## src/hdl/fmvc_pkg.sv

```systemverilog
// Shared types, codes and constants of the FM voice capture and dedupe block.
package fmvc_pkg;

  // Register address of the key-on write
  localparam logic [7:0] KEYON_ADDR = 8'h08;

  // Upper three address bits of each per-channel register group
  localparam logic [2:0] GRP_CONNECT = 3'd1;  // 0x20 + ch
  localparam logic [2:0] GRP_DT1MUL  = 3'd2;  // 0x40 + 8*op + ch
  localparam logic [2:0] GRP_TL      = 3'd3;  // 0x60 + 8*op + ch
  localparam logic [2:0] GRP_KSAR    = 3'd4;  // 0x80 + 8*op + ch
  localparam logic [2:0] GRP_AMED1R  = 3'd5;  // 0xa0 + 8*op + ch
  localparam logic [2:0] GRP_DT2D2R  = 3'd6;  // 0xc0 + 8*op + ch
  localparam logic [2:0] GRP_D1LRR   = 3'd7;  // 0xe0 + 8*op + ch

  // Read sweep over {group, operator}: from connect up to d1l_rr of operator 3
  localparam logic [4:0] SWEEP_FIRST = {GRP_CONNECT, 2'd0};
  localparam logic [4:0] SWEEP_LAST  = {GRP_D1LRR, 2'd3};

  // Field masks
  localparam logic [7:0] MASK_CONNECT = 8'h3f;
  localparam logic [7:0] MASK_KSAR    = 8'hdf;
  localparam logic [7:0] MASK_D1R     = 8'h9f;

  localparam logic [6:0] TL_MAX  = 7'd127;
  localparam int         NUM_OPS = 4;
  localparam logic [1:0] OP_LAST = 2'd3;

  // Carrier operators per connect algorithm, bit i marks operator i
  localparam logic [3:0] CARRIER_SETS [8] = '{
    4'h8, 4'h8, 4'h8, 4'h8, 4'hc, 4'he, 4'he, 4'hf
  };

  // One operator's parameter bytes, already masked
  typedef struct packed {
    logic [6:0] dt1_mul;
    logic [6:0] tl;
    logic [7:0] ks_ar;
    logic [7:0] ame_d1r;
    logic [7:0] dt2_d2r;
    logic [7:0] d1l_rr;
  } op_params_t;

  // One stored voice
  typedef struct packed {
    logic [5:0]                    connect;
    op_params_t [NUM_OPS-1:0]      ops;
  } voice_t;

  // Shadow register file write request
  typedef struct packed {
    logic       en;
    logic [7:0] addr;
    logic [7:0] data;
  } shadow_wr_t;

  // Sequencer states
  typedef enum logic [2:0] {
    ST_IDLE,
    ST_GATHER,
    ST_MIN,
    ST_SUB,
    ST_SEARCH,
    ST_RESULT
  } state_t;

endpackage

```

## src/hdl/fmvc_shadow_regs.sv

```systemverilog
// Shadow register file: 256 bytes, one write and one registered read per cycle.
module fmvc_shadow_regs (
  input  logic               clk,
  input  logic               rst_n,
  input  fmvc_pkg::shadow_wr_t wr,
  input  logic [7:0]         rd_addr,
  output logic [7:0]         rd_data
);

  logic [7:0]   mem [256];
  logic [255:0] vld_r;
  logic [7:0]   rd_data_r;
  logic         rd_vld_r;

  // Mark written entries; reset makes every entry read as zero
  always_ff @(posedge clk) begin
    if (!rst_n) begin
      vld_r <= '0;
    end else if (wr.en) begin
      vld_r[wr.addr] <= 1'b1;
    end
  end

  // Write port and registered read port
  always_ff @(posedge clk) begin
    if (wr.en) begin
      mem[wr.addr] <= wr.data;
    end
    rd_data_r <= mem[rd_addr];
    rd_vld_r  <= vld_r[rd_addr];
  end

  assign rd_data = rd_vld_r ? rd_data_r : 8'h00;

endmodule

```

## config.mk

```make
export PLATFORM = sky130hd
export DESIGN_NAME = fmvc_shadow_regs
export DESIGN_NICKNAME = d
export VERILOG_FILES = /design/src/hdl/fmvc_pkg.sv /design/src/hdl/fmvc_shadow_regs.sv
export SDC_FILE = /design/constraint.sdc
export NUM_CORES = 2
export LEC_CHECK = 0
export BUFFER_PORTS_ARGS = -buffer_cell sky130_fd_sc_hd__buf_2
export CAP_MARGIN = 20
export CORE_ASPECT_RATIO = 1.4
export CORE_MARGIN = 4
export CORE_UTILIZATION = 50
export DETAILED_ROUTE_END_ITERATION = 8
export PLACE_DENSITY = 0.68
export SYNTH_ARGS = -nofsm -noshare
export SYNTH_HDL_FRONTEND = slang
export SYNTH_SLANG_ARGS = --single-unit
```

## constraint.sdc

```tcl
create_clock -name clk -period 2.2 [get_ports clk]
set_input_delay 0.22 -clock clk [delete_from_list [all_inputs] [get_ports clk]]
set_output_delay 0.22 -clock clk [all_outputs]
set_load 0.01 [all_outputs]
```

# == Word-level counts from Yosys, hierarchy flattened ==
# Memories as Yosys holds them, arrays and structs flattened. A register that Yosys moved wholly into a read port is not among the register bits.
# Cells that the tools add are included.
# totals
output_inout_bits,8
elab_cells,15
ff_bits,257
in_bits,27
mem_bits_rw,2048
memories,1
# mem_list
name,words,word_bits,read_ports,rd_clocked_by_memory_dff,write_ports,line,rtl
mem,256,8,1,1,1,fmvc_shadow_regs.sv:10,logic [7:0] mem [256];
# op_classes
muxes,7
magnitude_cmp,3
n_bitwise,1
n_reduce_logical,1
# ops
cell,count
$or 256x256->256,1
$lt 8x9->1 const B,2
$bmux 1 s8,1
$demux 1 s8,1
$ge 8x1->1 const B,1
$mux 8,1
$mux 1,4
$logic_and 1x1->1,1

# == Logic depth before layout (Yosys ltp) ==
# depth
depth_word,5
ltp_mapped,12
depth_no_buf,6

# == Worst setup path before layout ==
# No wires, ideal clock.
# synth_timing
path_type,input port to flip-flop
start,in wr[16] (netlist name)
end,mem mem[207][0] (enable)
cell_stages,5
setup_time_ns,0.374
setup_slack_ns,-0.036
arrival_ns,1.862
path_cell_list,clkbuf_1 or4b_2 clkbuf_1 clkbuf_1 nor2_1
# synth_via
elab_chain_cells,2
# synth_lines
element,line,rtl
"start, declared",fmvc_shadow_regs.sv:5,"input fmvc_pkg::shadow_wr_t wr,"
$mux 1,fmvc_shadow_regs.sv:26,if (wr.en) begin
$mux 1 (implied by the code),fmvc_shadow_regs.sv:27,mem[wr.addr] <= wr.data;
"end, declared",fmvc_shadow_regs.sv:10,
# No other way between the ends.

==> qor.yml <==
status:
  status: "finished with violations"
  violations: "negative setup slack"
place:
  post-place-ws_ns: -1.04
  dp_hpwl_um: 156000
  portBuffers: 34
  place.gp.congestion: 0.864
cts:
  htree_levels: 4
  post_cts_buffers: 0
  cts_root_buf: "clkbuf_16"
  clock_sinks: 2313
  cts_made_buffers: 200
  clk_pin_slew_ns: 0.06
  clockBufferDepth: 3
  clk_latency_ns: 0.84
  tritoncts: "built"
timing:
  finalSetupViolations: 4
  hold_violations: 0
  skew_ns: 0.0300
  finalCritPeriodShare_pct: 104
  slew_violations: 0
  fmax_mhz: 435
  worst_slew_pin_slew_ns: 0.959
  min_period_ns: 2.30
  setup_ws_ns: -0.0970
  grt_setup_unrepaired: "true"
  maxSlewHeadroom_pct: 35.8
drt:
  dr.pass1.iters: 6
  drc_errors: 0
  wl_met3_um: 18500
  wire_per_inst_um: 30.1
  wl_met1_um: 88600
  drtIter0Drc: 5858
  ant_nets: 0
  dr_total_vias: 48500
  wl_um: 234000
  avgViaCountPerCell: 6.23
  maxUsedRoutingLayer: "met5"
  route.met2.wl_um: 118000
worst_setup_path:
  r2r_start: "mem[24][7]"
  critPathArrivalTime_ns: 3.02
  cp-end-kind: "flip-flop"
  crit_type: "flip-flop to flip-flop"
  crit_fanout: 1
  slowest_stage: "mux4_2"
  required_ns: 2.93
  cp-startpoint: "mem[24][7]"
  worstPathCellList: "mux4_2 -> a22o_1 -> a221oi_2 -> buf_4 -> o221ai_4 -> nor3_4 -> buf_6 -> nor4_1"
  critPathMaxStageDelay_ns: 0.48
  startpoint_type: "flip-flop"
layout:
  fill_cells: 12500
  syn_to_final_growth_pct: 18.9
  layout-drive-gt1-share_pct: 32.9
  fin_nets: 5329
power:
  internal_power_mw: 70.7
  vdd_drop_max_mv: 0.836
  clock_power_share_pct: 40.4
  p_comb_share_pct: 6.1
  pwr_density_cell_mw_per_mm2: 846
  p_leak_nw: 35.3
  p_seq_share_pct: 53.5
  switching_power_mw: 18.8
  power.total_mw: 89.5
  swShare_pct: 21.0
synth:
  yosys_warnings: 0
  synth_compound_area_share_pct: 5.84
  synth_seq_cells: 2313
  ys_async_sr_fraction_pct: 0
  synth_top_family_by_area: "multiplexers"
  synth_area_sq_mm: 0.0890
  synthAdderAreaFrac_pct: 0
  synth_seq_area_share_pct: 75.1
  synth_area_leaders: "edfxtp_1 (69%), mux4_2 (12%), dfxtp_1 (6.0%), o21a_1 (2.2%), mux2i_1 (2.0%)"
  synthDistinctLibCells: 63
  synthMuxAreaShare_pct: 14.5
  synth_edf_count: 2048
  synth_area_per_cell_sq_um: 19.9
  synthFlopType: "edfxtp_1"
  synth-simple-area-share_pct: 2.49
  synth_top_area_cell: "edfxtp_1"
  netlist_instances: 4478
  synth_top_cell_area_share_pct: 69.1
  syn_nets: 4505
  synth-xor-area-share_pct: 0
worst_hold_path:
  hold_path_class: "input port to flip-flop"
  min_from: "wr[7]"
global_routing:
  grt_pass1_wl_um: 343000
  grt_overflow: 0
  grt_max_degree: 90
  antenna_found_initial: 7
  track_usage_pct: 25.6
  grt_pass1_vias: 49000
floorplanning:
  die_w_um: 365
  start_util_pct: 50.5
  dieArea_sq_mm: 0.185
  core_area_sq_mm: 0.176
  fp-row-count: 182
  ioPinCount: 35
  die_h_um: 507
run:
  maxCapViolCount: 0
## final timing paths
kind / to / cells after the start / slack (ns)
worst max-delay path: rd_data_r[7] / 8 / -0.1
worst min-delay path: mem[119][7] / 1 / 0.03
worst min register to register: vld_r[30] / 1 / 0.46
worst max register to register: rd_data_r[7] / 8 / -0.1
## what timing repair did
item,4_1_cts,5_1_grt
hold buffers,6,0
pin swaps,25,19
endpoints found under the hold margin,420,0
gates resized for setup,68,20
endpoints found under the setup margin,8,9
## cell families after synthesis
family / after synthesis
and+or+nand+nor: 487
AOI/OAI and AO/OA: 708
DFF: 2313
muxes: 678
buffers and inverters: 292
## layout by cell type, fill, tap and decap left out, drive strengths merged, types with 8 or more instances in the layout
master     n
clkinv    79
nor2b     20
a22o      46
nand2     45
o21ai     17
nor4      18
o22ai     63
mux4     490
bufinv    21
a21oi     84
nor2     282
a221oi    43
a22oi    112
clkbuf   278
mux2i    175
o21a     256
a31oi      8
nand3     31
and2      13
nand2b    10
nor3      33
inv        9
o221ai    40
dfxtp    265
edfxtp  2048
buf      897
mux2      13
nand4      8
o32ai     10
## power groups by stage
stage          sequential, mW  combinational (mW)  clock, mW
2_1_floorplan            48.8                2.40          0
3_3_place_gp             48.8                5.20          0
3_5_place_dp             48.8                5.27          0
4_1_cts                  47.9                5.41       36.5
5_1_grt                  47.8                5.68       38.5
6_report                 47.9                5.45       36.2
## stage by stage
step           area (sq um)  hold slack (ns)  instances  utilization [%]  TNS [ns]
2_1_floorplan         89000            0.319       4478                -     -2.47
3_3_place_gp          98400            0.441       7396             55.8     -8.03
3_5_place_dp          98400            0.447       7398             55.8     -8.10
4_1_cts              106000           0.0265       7781             59.9    -0.260
5_1_grt              106000           0.0585       7782             60.0    -0.393
6_report             106000           0.0347       7787             60.0    -0.156
## state kept, by name, summed over array words and instances (netlist names)
name,count
mem,2048
vld_r,256
rd_data_r,8
rd_vld_r,1
## cell usage after synthesis (11+ instances only)
library cell and count:
edfxtp_1 2048, mux4_2 490, nor2_1 282, dfxtp_1 265, o21a_1 256, mux2i_1 175
clkbuf_1 139, a22oi_1 112, a21oi_1 84, o22ai_1 63, buf_2 55, a22o_1 46
nand2_1 45, a221oi_1 42, o221ai_1 38, nor3_1 33, nand3_1 31, buf_6 29
buf_4 24, nor2b_1 20, o21ai_0 17, buf_8 16, buf_1 14, nor4_1 14
and2_1 13, mux2_2 13, buf_12 11
## final cells by class
class / instances / area, sq um / area share, %
Antenna cell: 6 / 15.0 / 0.0142
Multi-Input combinational cell: 1873 / 20900 / 19.8
Clock inverter: 111 / 1120 / 1.06
Inverter: 3 / 11.3 / 0.0106
Tap cell: 2300 / 2880 / 2.72
Sequential cell: 2313 / 66800 / 63.2
Timing Repair Buffer: 911 / 8360 / 7.91
Clock buffer: 270 / 5680 / 5.37
## layer usage
layer  track usage [%]  up-vias
met4              9.85        2
met1              34.5    25600
met3              3.94      425
met5                 0        -
li1                  -    20200
met2              42.6     2263
## worst max-delay path, delay by kind of cell (launching register included)
family          cells  cell delay [ns]
buf+inv             2             0.37
compound gates      3             0.61
mux                 1             0.48
flops               1             0.39
simple gates        2             0.35
Power figures use the tool's default switching activity.
